[config.mk]
export PLATFORM = sky130hd
export DESIGN_NAME = alarm_buzzer_ramp_controller_top
export DESIGN_NICKNAME = d
export VERILOG_FILES = /design/src/hdl/abrc_pkg.sv /design/src/hdl/abrc_cfg_regs.sv /design/src/hdl/abrc_core.sv /design/src/hdl/alarm_buzzer_ramp_controller_top.sv
export SDC_FILE = /design/constraint.sdc
export NUM_CORES = 1
export LEC_CHECK = 0
export BUFFER_PORTS_ARGS = -buffer_cell sky130_fd_sc_hd__buf_4
export CAP_MARGIN = 20
export CORE_AREA = 4 4 232 234
export DETAILED_ROUTE_END_ITERATION = 7
export DIE_AREA = 0 0 236 238
export GPL_ROUTABILITY_DRIVEN = 0
export HOLD_SLACK_MARGIN = 0.05
export PLACE_DENSITY = 0.65
export RECOVER_POWER = 100
export SLEW_MARGIN = 10
export SYNTH_ARGS = -nofsm -noshare
export SYNTH_HDL_FRONTEND = slang
export SYNTH_SLANG_ARGS = --single-unit
[constraint.sdc]
create_clock -name clk -period 6.25 [get_ports clk]
set_input_delay 0 -clock clk [delete_from_list [all_inputs] [get_ports clk]]
set_output_delay 0 -clock clk [all_outputs]
set_load 0.03 [all_outputs]
[src/hdl/abrc_pkg.sv]
// Shared types, codes and reset constants for the alarm buzzer ramp controller.
package abrc_pkg;

	// Configuration register widths and index width
	localparam int unsigned SEC_W      = 17;
	localparam int unsigned MS_W       = 16;
	localparam int unsigned CFG_DATA_W = 17;
	localparam int unsigned CFG_IDX_W  = 3;

	// Time field widths
	localparam int unsigned TIME_W = 32;
	localparam int unsigned ID_W   = 8;

	// Configuration reset values
	localparam logic [SEC_W-1:0] AUTO_OFF_RST  = SEC_W'(1800);
	localparam logic [SEC_W-1:0] SLOW_STG_RST  = SEC_W'(30);
	localparam logic [SEC_W-1:0] FAST_END_RST  = SEC_W'(60);
	localparam logic [MS_W-1:0]  SLOW_ON_RST   = MS_W'(500);
	localparam logic [MS_W-1:0]  SLOW_OFF_RST  = MS_W'(1500);
	localparam logic [MS_W-1:0]  FAST_ON_RST   = MS_W'(200);
	localparam logic [MS_W-1:0]  FAST_OFF_RST  = MS_W'(200);

	// Register indexes on the configuration port
	typedef enum logic [CFG_IDX_W-1:0] {
		CFG_AUTO_OFF = 3'd0,
		CFG_SLOW_STG = 3'd1,
		CFG_FAST_END = 3'd2,
		CFG_SLOW_ON  = 3'd3,
		CFG_SLOW_OFF = 3'd4,
		CFG_FAST_ON  = 3'd5,
		CFG_FAST_OFF = 3'd6
	} cfg_idx_t;

	// Request action codes
	typedef enum logic [1:0] {
		ACT_TICK    = 2'd0,
		ACT_TRIGGER = 2'd1,
		ACT_STOP    = 2'd2,
		ACT_RESUME  = 2'd3
	} action_t;

	// Ramp stage, held one-hot internally
	typedef enum logic [2:0] {
		STG_SLOW = 3'b001,
		STG_FAST = 3'b010,
		STG_CONT = 3'b100
	} stage_t;

	// Ramp stage codes as shown on the result
	localparam logic [1:0] RAMP_SLOW = 2'd0;
	localparam logic [1:0] RAMP_FAST = 2'd1;
	localparam logic [1:0] RAMP_CONT = 2'd2;

	// Configuration bundle
	typedef struct packed {
		logic [SEC_W-1:0] auto_off_seconds;
		logic [SEC_W-1:0] slow_stage_seconds;
		logic [SEC_W-1:0] fast_stage_end_seconds;
		logic [MS_W-1:0]  slow_on_ms;
		logic [MS_W-1:0]  slow_off_ms;
		logic [MS_W-1:0]  fast_on_ms;
		logic [MS_W-1:0]  fast_off_ms;
	} cfg_t;

	// Input request payload
	typedef struct packed {
		logic [1:0]        action;
		logic [ID_W-1:0]   alarm_id;
		logic [TIME_W-1:0] resume_start_seconds;
		logic [TIME_W-1:0] now_seconds;
		logic [TIME_W-1:0] now_ms;
	} in_req_t;

	// Result payload
	typedef struct packed {
		logic            ringing;
		logic [ID_W-1:0] active_alarm;
		logic [1:0]      ramp_stage;
		logic            buzzer_on;
		logic            auto_stopped;
	} out_res_t;

	// One-hot stage to result code
	function automatic logic [1:0] stage_code(input stage_t stg);
		logic [1:0] code;
		code = RAMP_SLOW;
		unique case (stg)
			STG_SLOW: code = RAMP_SLOW;
			STG_FAST: code = RAMP_FAST;
			STG_CONT: code = RAMP_CONT;
			default:  code = RAMP_SLOW;
		endcase
		return code;
	endfunction

endpackage

[src/hdl/abrc_cfg_regs.sv]
// Configuration register file for the alarm buzzer ramp controller.
module abrc_cfg_regs import abrc_pkg::*; (
	input  logic                  clk,
	input  logic                  arst_n,
	input  logic                  cfg_wr_en,
	input  logic [CFG_IDX_W-1:0]  cfg_index,
	input  logic [CFG_DATA_W-1:0] cfg_wdata,
	output cfg_t                  cfg
);

	cfg_t cfg_q;

	// Register writes; indexes beyond the list are dropped
	always_ff @(posedge clk or negedge arst_n) begin
		if (!arst_n) begin
			cfg_q.auto_off_seconds       <= AUTO_OFF_RST;
			cfg_q.slow_stage_seconds     <= SLOW_STG_RST;
			cfg_q.fast_stage_end_seconds <= FAST_END_RST;
			cfg_q.slow_on_ms             <= SLOW_ON_RST;
			cfg_q.slow_off_ms            <= SLOW_OFF_RST;
			cfg_q.fast_on_ms             <= FAST_ON_RST;
			cfg_q.fast_off_ms            <= FAST_OFF_RST;
		end else if (cfg_wr_en) begin
			unique case (cfg_idx_t'(cfg_index))
				CFG_AUTO_OFF: cfg_q.auto_off_seconds       <= cfg_wdata[SEC_W-1:0];
				CFG_SLOW_STG: cfg_q.slow_stage_seconds     <= cfg_wdata[SEC_W-1:0];
				CFG_FAST_END: cfg_q.fast_stage_end_seconds <= cfg_wdata[SEC_W-1:0];
				CFG_SLOW_ON:  cfg_q.slow_on_ms             <= cfg_wdata[MS_W-1:0];
				CFG_SLOW_OFF: cfg_q.slow_off_ms            <= cfg_wdata[MS_W-1:0];
				CFG_FAST_ON:  cfg_q.fast_on_ms             <= cfg_wdata[MS_W-1:0];
				CFG_FAST_OFF: cfg_q.fast_off_ms            <= cfg_wdata[MS_W-1:0];
				default: ;
			endcase
		end
	end

	assign cfg = cfg_q;

endmodule

[src/hdl/abrc_core.sv]
// Ringing state and per-request next-state and result logic.
module abrc_core import abrc_pkg::*; (
	input  logic     clk,
	input  logic     arst_n,
	input  logic     req_en,
	input  in_req_t  req,
	input  cfg_t     cfg,
	output out_res_t res
);

	logic              ringing_q;
	logic [ID_W-1:0]   alarm_q;
	logic [TIME_W-1:0] start_q;
	logic [TIME_W-1:0] toggle_ms_q;
	stage_t            stage_q;
	logic              phase_q;

	logic              ringing_d;
	logic [ID_W-1:0]   alarm_d;
	logic [TIME_W-1:0] start_d;
	logic [TIME_W-1:0] toggle_ms_d;
	stage_t            stage_d;
	logic              phase_d;
	logic              auto_stop;

	logic [TIME_W-1:0] tick_elapsed;
	logic [TIME_W-1:0] resume_elapsed;
	logic [TIME_W-1:0] since_ms;
	logic [MS_W-1:0]   on_ms;
	logic [MS_W-1:0]   off_ms;
	stage_t            tick_stage;
	stage_t            resume_stage;

	// Elapsed times, all mod 2^32
	assign tick_elapsed   = req.now_seconds - start_q;
	assign resume_elapsed = req.now_seconds - req.resume_start_seconds;
	assign since_ms       = req.now_ms - toggle_ms_q;

	// At most one stage step per tick
	always_comb begin
		tick_stage = stage_q;
		if (stage_q == STG_SLOW && tick_elapsed >= TIME_W'(cfg.slow_stage_seconds)) begin
			tick_stage = STG_FAST;
		end else if (stage_q == STG_FAST &&
				tick_elapsed >= TIME_W'(cfg.fast_stage_end_seconds)) begin
			tick_stage = STG_CONT;
		end
	end

	// Resume picks the stage straight from elapsed time
	always_comb begin
		if (resume_elapsed >= TIME_W'(cfg.fast_stage_end_seconds)) begin
			resume_stage = STG_CONT;
		end else if (resume_elapsed >= TIME_W'(cfg.slow_stage_seconds)) begin
			resume_stage = STG_FAST;
		end else begin
			resume_stage = STG_SLOW;
		end
	end

	// Beep times follow the stage after the step
	assign on_ms  = (tick_stage == STG_SLOW) ? cfg.slow_on_ms : cfg.fast_on_ms;
	assign off_ms = (tick_stage == STG_SLOW) ? cfg.slow_off_ms : cfg.fast_off_ms;

	// Next state for one request
	always_comb begin
		ringing_d   = ringing_q;
		alarm_d     = alarm_q;
		start_d     = start_q;
		toggle_ms_d = toggle_ms_q;
		stage_d     = stage_q;
		phase_d     = phase_q;
		auto_stop   = 1'b0;
		unique case (action_t'(req.action))
			ACT_TICK: begin
				if (ringing_q) begin
					if (tick_elapsed >= TIME_W'(cfg.auto_off_seconds)) begin
						ringing_d = 1'b0;
						alarm_d   = '0;
						stage_d   = STG_SLOW;
						phase_d   = 1'b0;
						auto_stop = 1'b1;
					end else begin
						stage_d = tick_stage;
						if (tick_stage != STG_CONT) begin
							if (phase_q && since_ms >= TIME_W'(on_ms)) begin
								phase_d     = 1'b0;
								toggle_ms_d = req.now_ms;
							end else if (!phase_q && since_ms >= TIME_W'(off_ms)) begin
								phase_d     = 1'b1;
								toggle_ms_d = req.now_ms;
							end
						end
					end
				end
			end
			ACT_TRIGGER, ACT_RESUME: begin
				if (!ringing_q) begin
					ringing_d   = 1'b1;
					alarm_d     = req.alarm_id;
					toggle_ms_d = req.now_ms;
					phase_d     = 1'b1;
					if (action_t'(req.action) == ACT_RESUME) begin
						start_d = req.resume_start_seconds;
						stage_d = resume_stage;
					end else begin
						start_d = req.now_seconds;
						stage_d = STG_SLOW;
					end
				end
			end
			ACT_STOP: begin
				if (ringing_q) begin
					ringing_d = 1'b0;
					alarm_d   = '0;
					stage_d   = STG_SLOW;
					phase_d   = 1'b0;
				end
			end
			default: ;
		endcase
	end

	// State update when a request is processed
	always_ff @(posedge clk or negedge arst_n) begin
		if (!arst_n) begin
			ringing_q   <= 1'b0;
			alarm_q     <= '0;
			start_q     <= '0;
			toggle_ms_q <= '0;
			stage_q     <= STG_SLOW;
			phase_q     <= 1'b0;
		end else if (req_en) begin
			ringing_q   <= ringing_d;
			alarm_q     <= alarm_d;
			start_q     <= start_d;
			toggle_ms_q <= toggle_ms_d;
			stage_q     <= stage_d;
			phase_q     <= phase_d;
		end
	end

	// Result seen after the action
	always_comb begin
		res.ringing      = ringing_d;
		res.active_alarm = ringing_d ? alarm_d : '0;
		res.ramp_stage   = ringing_d ? stage_code(stage_d) : RAMP_SLOW;
		res.buzzer_on    = ringing_d && (stage_d == STG_CONT || phase_d);
		res.auto_stopped = auto_stop;
	end

endmodule

[src/hdl/alarm_buzzer_ramp_controller_top.sv]
// Top level of the alarm buzzer ramp controller: request and result registers.
// Each request (tick, trigger, stop or resume) yields exactly one result. It passes
// through the request register, where the ringing state and beep timer are updated,
// and then the result register. A new request can be taken every cycle; the rate is
// one request per cycle, set by the single state update done in the request register
// stage, and it drops only while a result is stalled with the request register also
// full. Configuration registers reset to their default ramp timings; the user must
// write them only while the block is idle, and the block itself does not enforce it.
module alarm_buzzer_ramp_controller_top import abrc_pkg::*; (
	input  logic                  clk,
	input  logic                  arst_n,
	input  logic                  in_valid,
	output logic                  in_stall,
	input  in_req_t               in_data,
	output logic                  out_valid,
	input  logic                  out_stall,
	output out_res_t              out_data,
	input  logic                  cfg_wr_en,
	input  logic [CFG_IDX_W-1:0]  cfg_index,
	input  logic [CFG_DATA_W-1:0] cfg_wdata
);

	cfg_t     cfg;
	in_req_t  req_s1;
	logic     valid_s1;
	out_res_t res;
	out_res_t out_data_q;
	logic     out_valid_q;
	logic     out_free;
	logic     adv_s1;
	logic     in_fire;

	abrc_cfg_regs u_cfg (
		.clk       (clk),
		.arst_n    (arst_n),
		.cfg_wr_en (cfg_wr_en),
		.cfg_index (cfg_index),
		.cfg_wdata (cfg_wdata),
		.cfg       (cfg)
	);

	// Handshake: request stage moves on when the result register frees up
	assign out_free = !out_valid_q || !out_stall;
	assign adv_s1   = valid_s1 && out_free;
	assign in_stall = valid_s1 && !out_free;
	assign in_fire  = in_valid && !in_stall;

	// Request register
	always_ff @(posedge clk or negedge arst_n) begin
		if (!arst_n) begin
			valid_s1 <= 1'b0;
		end else if (in_fire) begin
			valid_s1 <= 1'b1;
		end else if (adv_s1) begin
			valid_s1 <= 1'b0;
		end
	end

	always_ff @(posedge clk) begin
		if (in_fire) begin
			req_s1 <= in_data;
		end
	end

	abrc_core u_core (
		.clk    (clk),
		.arst_n (arst_n),
		.req_en (adv_s1),
		.req    (req_s1),
		.cfg    (cfg),
		.res    (res)
	);

	// Result register
	always_ff @(posedge clk or negedge arst_n) begin
		if (!arst_n) begin
			out_valid_q <= 1'b0;
		end else if (adv_s1) begin
			out_valid_q <= 1'b1;
		end else if (out_free) begin
			out_valid_q <= 1'b0;
		end
	end

	always_ff @(posedge clk) begin
		if (adv_s1) begin
			out_data_q <= res;
		end
	end

	assign out_valid = out_valid_q;
	assign out_data  = out_data_q;

endmodule

Yosys cells after proc, flatten, opt, wreduce, memory -nomap -nowiden
Index checks and enable logic that the tools add are counted.
{ "totals": {"input_bits": 131, "register_bits": 313, "wordCells": 129} }
{ "classes": {"magnitude_cmp": 7, "n_bitwise": 1, "add_sub_neg": 3, "reduce_logical": 31, "n_mux": 42, "n_eq_ne": 20} }
{ "op_table": {"columns": ["op", "n"], "rows": [
  ["32-bit two-way mux", 7],
  ["32-bit by 17-bit greater-or-equal comparator with 1-bit output", 5],
  ["32-bit subtractor", 3],
  ["32-bit by 16-bit greater-or-equal comparator with 1-bit output", 2],
  ["32-bit case mux with 2 select lines", 1],
  ["16-bit two-way mux", 2],
  ["8-bit two-way mux", 4],
  ["3-bit two-way mux", 8],
  ["8-bit case mux with 3 select lines", 1],
  ["2-bit AND reduction", 8],
  ["1-bit two-way mux", 14],
  ["3-bit by 2-bit equality test with 1-bit output, second input constant", 4],
  ["3-bit equality test, second input constant", 4],
  ["3-bit by 1-bit equality test with 1-bit output, second input constant", 3],
  ["3-bit case mux with 3 select lines", 1],
  ["1-bit logical AND", 8],
  ["7-bit AND reduction", 1],
  ["1-bit case mux with 3 select lines", 2],
  ["2-bit nonzero test", 3],
  ["1-bit logical NOT", 5],
  ["2-bit equality test, second input constant", 2],
  ["2-bit by 1-bit != test with 1-bit output, second input constant", 2],
  ["2-bit != test, second input constant", 2],
  ["2-bit case mux with 2 select lines", 1],
  ["other kinds (10)", 11]
]} }

Longest topological paths before layout
{ "depth": {"depth_word": 17, "ltp_mapped": 32, "mapped_depth_nobuf": 30} }

Cells and area by module
A second synthesis with hierarchy kept.
{ "unflattened": {"hier_cells": 1979, "area_unflattened_um2": 20897.5} }
{ "by_module_without_submodules": {"columns": ["mod", "instances", "area_each_um2", "cells_each"], "rows": [
  ["abrc_core", 1, 12781.0, 1601],
  ["abrc_cfg_regs", 1, 4450.5, 251],
  ["alarm_buzzer_ramp_controller_top", 1, 3666.0, 127]
]} }

Worst setup path after synthesis
No wires, ideal clock.
{ "synth_timing": {"kind": "register to register", "startpoint": "register req_s1[32] (netlist bit)", "endpoint": "register u_core.toggle_ms_q[10]", "setup_slack_ns": 0.253, "stages_incl_launch_ff": 32, "path_buffers": 2, "arrival_ns": 5.872, "cell_sequence": "edfxtp_1 inv_1 ha_1 fa_1 nand2b_1 a21oi_1 o21bai_1 a211oi_1 nor2_1 xnor2_1 ha_1 a2111o_1 a31oi_1 o31ai_1 nor2b_1 and3_1 buf_2 mux2_2 ha_1 nand2b_1 a21o_1 a21o_1 a21oi_1 nor2b_1 o21ai_0 a21oi_1 o31ai_1 mux2i_1 o211ai_2 a21oi_4 buf_6 mux2_4"} }
{ "synth_via": {"elab_chain_len": 14} }
{ "synth_rtl": {"columns": ["item", "line_no", "source"], "rows": [
  ["from (decl)", "alarm_buzzer_ramp_controller_top.sv:24", "in_req_t req_s1;"],
  ["from (signal assigned)", "alarm_buzzer_ramp_controller_top.sv:61", "req_s1 <= in_data;"],
  ["32-bit subtractor (*)", "abrc_core.sv:35", "assign tick_elapsed = req.now_seconds - start_q;"],
  ["32-bit by 17-bit greater-or-equal comparator with 1-bit output", "abrc_core.sv:45", "tick_elapsed >= TIME_W'(cfg.fast_stage_end_seconds)) begin"],
  ["1-bit logical AND", "abrc_core.sv:44", "end else if (stage_q == STG_FAST &&"],
  ["3-bit two-way mux", "abrc_core.sv:44", null],
  ["3-bit two-way mux", "abrc_core.sv:42", "if (stage_q == STG_SLOW && tick_elapsed >= TIME_W'(cfg.slow_stage_seconds)) begin"],
  ["3-bit by 1-bit equality test with 1-bit output", "abrc_core.sv:62, abrc_core.sv:63", null],
  ["16-bit two-way mux", "abrc_core.sv:62", "assign on_ms = (tick_stage == STG_SLOW) ? cfg.slow_on_ms : cfg.fast_on_ms;"],
  ["32-bit by 16-bit greater-or-equal comparator with 1-bit output", "abrc_core.sv:86", "if (phase_q && since_ms >= TIME_W'(on_ms)) begin"],
  ["1-bit logical AND", "abrc_core.sv:86", null],
  ["32-bit two-way mux", "abrc_core.sv:86", null],
  ["32-bit two-way mux", "abrc_core.sv:85", "if (tick_stage != STG_CONT) begin"],
  ["32-bit two-way mux", "abrc_core.sv:77", "if (tick_elapsed >= TIME_W'(cfg.auto_off_seconds)) begin"],
  ["32-bit two-way mux", "abrc_core.sv:76", "if (ringing_q) begin"],
  ["32-bit case mux with 2 select lines", "abrc_core.sv:74", "unique case (action_t'(req.action))"],
  ["to (signal assigned)", "abrc_core.sv:137", "toggle_ms_q <= toggle_ms_d;"],
  ["to (decl)", "abrc_core.sv:14", "logic [TIME_W-1:0] toggle_ms_q;"]
]} }
Every way passes the cells marked *; elsewhere a longest branch is shown, timed or not. The select of a mux whose other input is x is not followed.
A chain may end at the register's enable or synchronous reset.

Final worst setup path
{ "layout_timing": {"startpoint": "register req_s1[41] (netlist bit)", "endpoint": "register u_core.toggle_ms_q[27]"} }
The elaborated chain is that of the path after synthesis.

==> impl_metrics.env <==
export IMPL_synth_area_per_cell_um2=10.1
export IMPL_worst_pin_slew_ps=3820
export IMPL_p_leak_nw=11.4
export IMPL_pwr_density_cell_nw_per_um2=377
export IMPL_grt_pass1_vias=16643
export IMPL_worstPathArrival_ps=6520
export IMPL_io_buffers=145
export IMPL_timing_hold_violations_final=0
export IMPL_netlist_area_um2=20500
export IMPL_vias_per_cell=5.35
export IMPL_layout_setup_ws_ps=157
export IMPL_cts_path_max_buffers=3
export IMPL_place_hpwl_mm=39.7
export IMPL_min_from="cfg_wr_en"
export IMPL_gr_total_overflow=0
export IMPL_synth_flop_cell="dfrtp_1"
export IMPL_yosys_top_cells_area="dfrtp_1 20%, edfxtp_1 17%, ha_1 13%"
export IMPL_die_h_um=238
export IMPL_whs_path_depth=3
export IMPL_whs_endpoint="u_cfg.cfg[49]"
export IMPL_critPathCaptureType="flop"
export IMPL_crit_type="reg2reg"
export IMPL_totalPowerFinal_mw=9.73
export IMPL_synth_cell_types=89
export IMPL_vias=16498
export IMPL_synth_edff_count=119
export IMPL_seq_area_frac_synth_pct=41.3
export IMPL_report_final_slew_viol_count=390
export IMPL_coreArea_um2=52000
export IMPL_grt_max_degree=73
export IMPL_drive_above_1_share_pct=20.7
export IMPL_relSlewSlack_pct=-155
export IMPL_syn_instance_count=2029
export IMPL_cts_root_buffer="clkbuf_16"
export IMPL_worst_path_max_delay_cell="edfxtp_1"
export IMPL_r2r_slack_ps=160
export IMPL_postRouteWirelength_mm=54.1
export IMPL_regToRegStartpoint="req_s1[41]"
export IMPL_syn_nets=2373
export IMPL_fin_nets=2708
export IMPL_fin_crit_sh_pct=97.5
export IMPL_dieArea_um2=56200
export IMPL_drc=0
export IMPL_post_place_cells=2851
export IMPL_fp_dieW_um=236
export IMPL_reg2reg_depth=26
export IMPL_n_fill_cell=4695
export IMPL_violations="max-capacitance violations, max-slew violations"
export IMPL_setup_viol_count_final=0
export IMPL_initial_core_util_pct=39.4
export IMPL_hp_class="in2reg"
export IMPL_cts_made_buffers=38
export IMPL_clkLatencyLatePin_ps=550
export IMPL_antenna_found_initial=0
export IMPL_seqCellArea_um2=8470
export IMPL_dp_worst_setup_slack_ps=-185
export IMPL_drv_cap=7
export IMPL_num_rows=84
export IMPL_cts_tree="done"
export IMPL_drt_iter0_drc=934
export IMPL_stdcell_count=3083
export IMPL_timing_rr_end="u_core.toggle_ms_q[27]"
export IMPL_multi_input_area_um2=11400
export IMPL_yosys_warnings=0
export IMPL_place_area_um2=22600
export IMPL_cts_sinks=313
export IMPL_syn2layout_area_growth_pct=26.0
export IMPL_firstDrtPassIters=8
export IMPL_grt_first_pass_wirelength_mm=85.8
export IMPL_final_util_pct=49.6
export IMPL_finClkSkew_ps=16.9
export IMPL_grtUsageTotal_pct=18.4
export IMPL_critical_path_max_fanout=8
export IMPL_post_drt_wl_per_cell_um=17.6
export IMPL_io_pins=146
export IMPL_worst_hold_slack_ps=154
export IMPL_cpPeakStageDelay_ps=450
export IMPL_layout_min_cycle_time_ps=6090
export IMPL_startpoint_type="flop"
export IMPL_yosysTopAreaCellShare_pct=19.8
export IMPL_yosys_register_bits=313
export IMPL_final_area_um2=25800
export IMPL_vdd_drop_max_v=0.000203
export IMPL_status="finished with violations"
export IMPL_ant_nets=0
export IMPL_max_freq_mhz=164
export IMPL_cts_htree_levels=2
export IMPL_synth_area_leader_cell="dfrtp_1"
export IMPL_clk_pin_slew_ps=60
export IMPL_worstPathRequired_ps=6680
export IMPL_fin_tns_setup_ps=0
export IMPL_async_flop_share_pct=62.0
==> worst max-delay path, delay by kind of cell (launching register included) <==
kind / cells / cell delay, ps
multiplexers: 3 / 750
AO/OA/AOI/OAI: 12 / 2250
buffers and inverters: 1 / 230
AND/OR/NAND/NOR: 8 / 1620
adder cells (fa/ha/maj): 2 / 650
flip-flops: 1 / 450
==> kinds of logic after synthesis <==
group,after synthesis,share of synthesized area (%)
compound gates,538,16.9
simple gates,469,10.9
mux,179,9.92
flops,313,41.3
fa+ha+maj,213,13.1
buf+inv,248,4.85
xor+xnor,69,2.95
==> sequential cells by signal, indices dropped and copies added, names as in the netlist, 3 cells and up <==
signal	flops
u_core.start_q	32
out_data	13
u_core.alarm_q	8
u_core.toggle_ms_q	32
u_core.stage_q	3
req_s1	106
u_cfg.cfg	115
==> power by group <==
| group | internal, mW | switching [mW] |
|---|---|---|
| Clock | 1.41 | 0.892 |
| Combinational | 2.09 | 2.56 |
| Sequential | 2.56 | 0.221 |
==> repair_timing <==
action,CTS,global route
endpoints found under the setup margin,33,34
gates cloned,1,3
pin swaps,2,36
gates resized for setup,8,73
hold endpoints to repair,283,0
hold buffers,133,0
setup buffers,0,22
==> Yosys cell counts, types with 30 or more instances <==
cell type,number
dfstp_2,32
ha_1,210
dfrtp_1,162
nand4_1,35
mux2_4,30
xnor2_1,46
mux2_2,74
edfxtp_1,119
o21ai_0,123
nand2b_1,31
a21o_1,56
mux2i_1,75
nor2_1,121
nand2_1,156
inv_1,177
a21oi_1,167
clkbuf_1,52
nor3_1,34
==> layout make-up <==
class                           count  area share [%]
Clock inverter                     23           0.858
Inverter                          177            2.57
Tap cell                          688            3.33
Clock buffer                       47            4.22
Timing Repair Buffer              366            11.9
Sequential cell                   313            32.8
Multi-Input combinational cell   1468            44.3
Antenna cell                        1         0.00969
==> layer usage <==
layer  global-route usage (%)  share of wire, %  vias to the layer above
li1                         -                 -                     8064
met1                     23.8                44                     7876
met2                     32.7                50                      459
met3                     2.33               4.1                       99
met4                     5.29               2.5                        0
met5                        0                 0                        -
==> placed cells by master, fill, tap and decap left out, types with 11 or more instances in the layout <==
cell type,count
ha_1,196
inv_1,174
dfrtp_1,162
a21oi_1,158
nand2_1,153
dlygate4sd3_1,132
nor2_1,119
edfxtp_1,119
o21ai_0,118
clkbuf_4,108
buf_4,88
mux2i_1,74
mux2_2,72
a21o_1,56
clkbuf_16,45
xnor2_1,43
nand4_1,35
nor3_1,32
dfstp_2,32
mux2_4,31
clkbuf_1,31
nand2b_1,29
o211ai_1,27
xor2_1,22
nand3_1,18
a211oi_1,16
o21a_1,14
a31oi_1,14
a21oi_2,11
nor2b_1,11
ha_4,11
==> how the worst max path moves through the flow <==
stage                                 start                endpoint  slack (ps)  cells past startpoint
after floorplan                  req_s1[32]  u_core.toggle_ms_q[10]         250                     31
after CTS                        req_s1[32]  u_core.toggle_ms_q[23]          -2                     31
after detailed placement         req_s1[32]  u_core.toggle_ms_q[23]        -180                     31
final                            req_s1[41]  u_core.toggle_ms_q[27]         160                     26
after global placement           req_s1[32]  u_core.toggle_ms_q[28]         -20                     30
after global routing      u_core.start_q[1]   u_core.toggle_ms_q[0]         -30                     30
(Power assumes the default switching activity.)
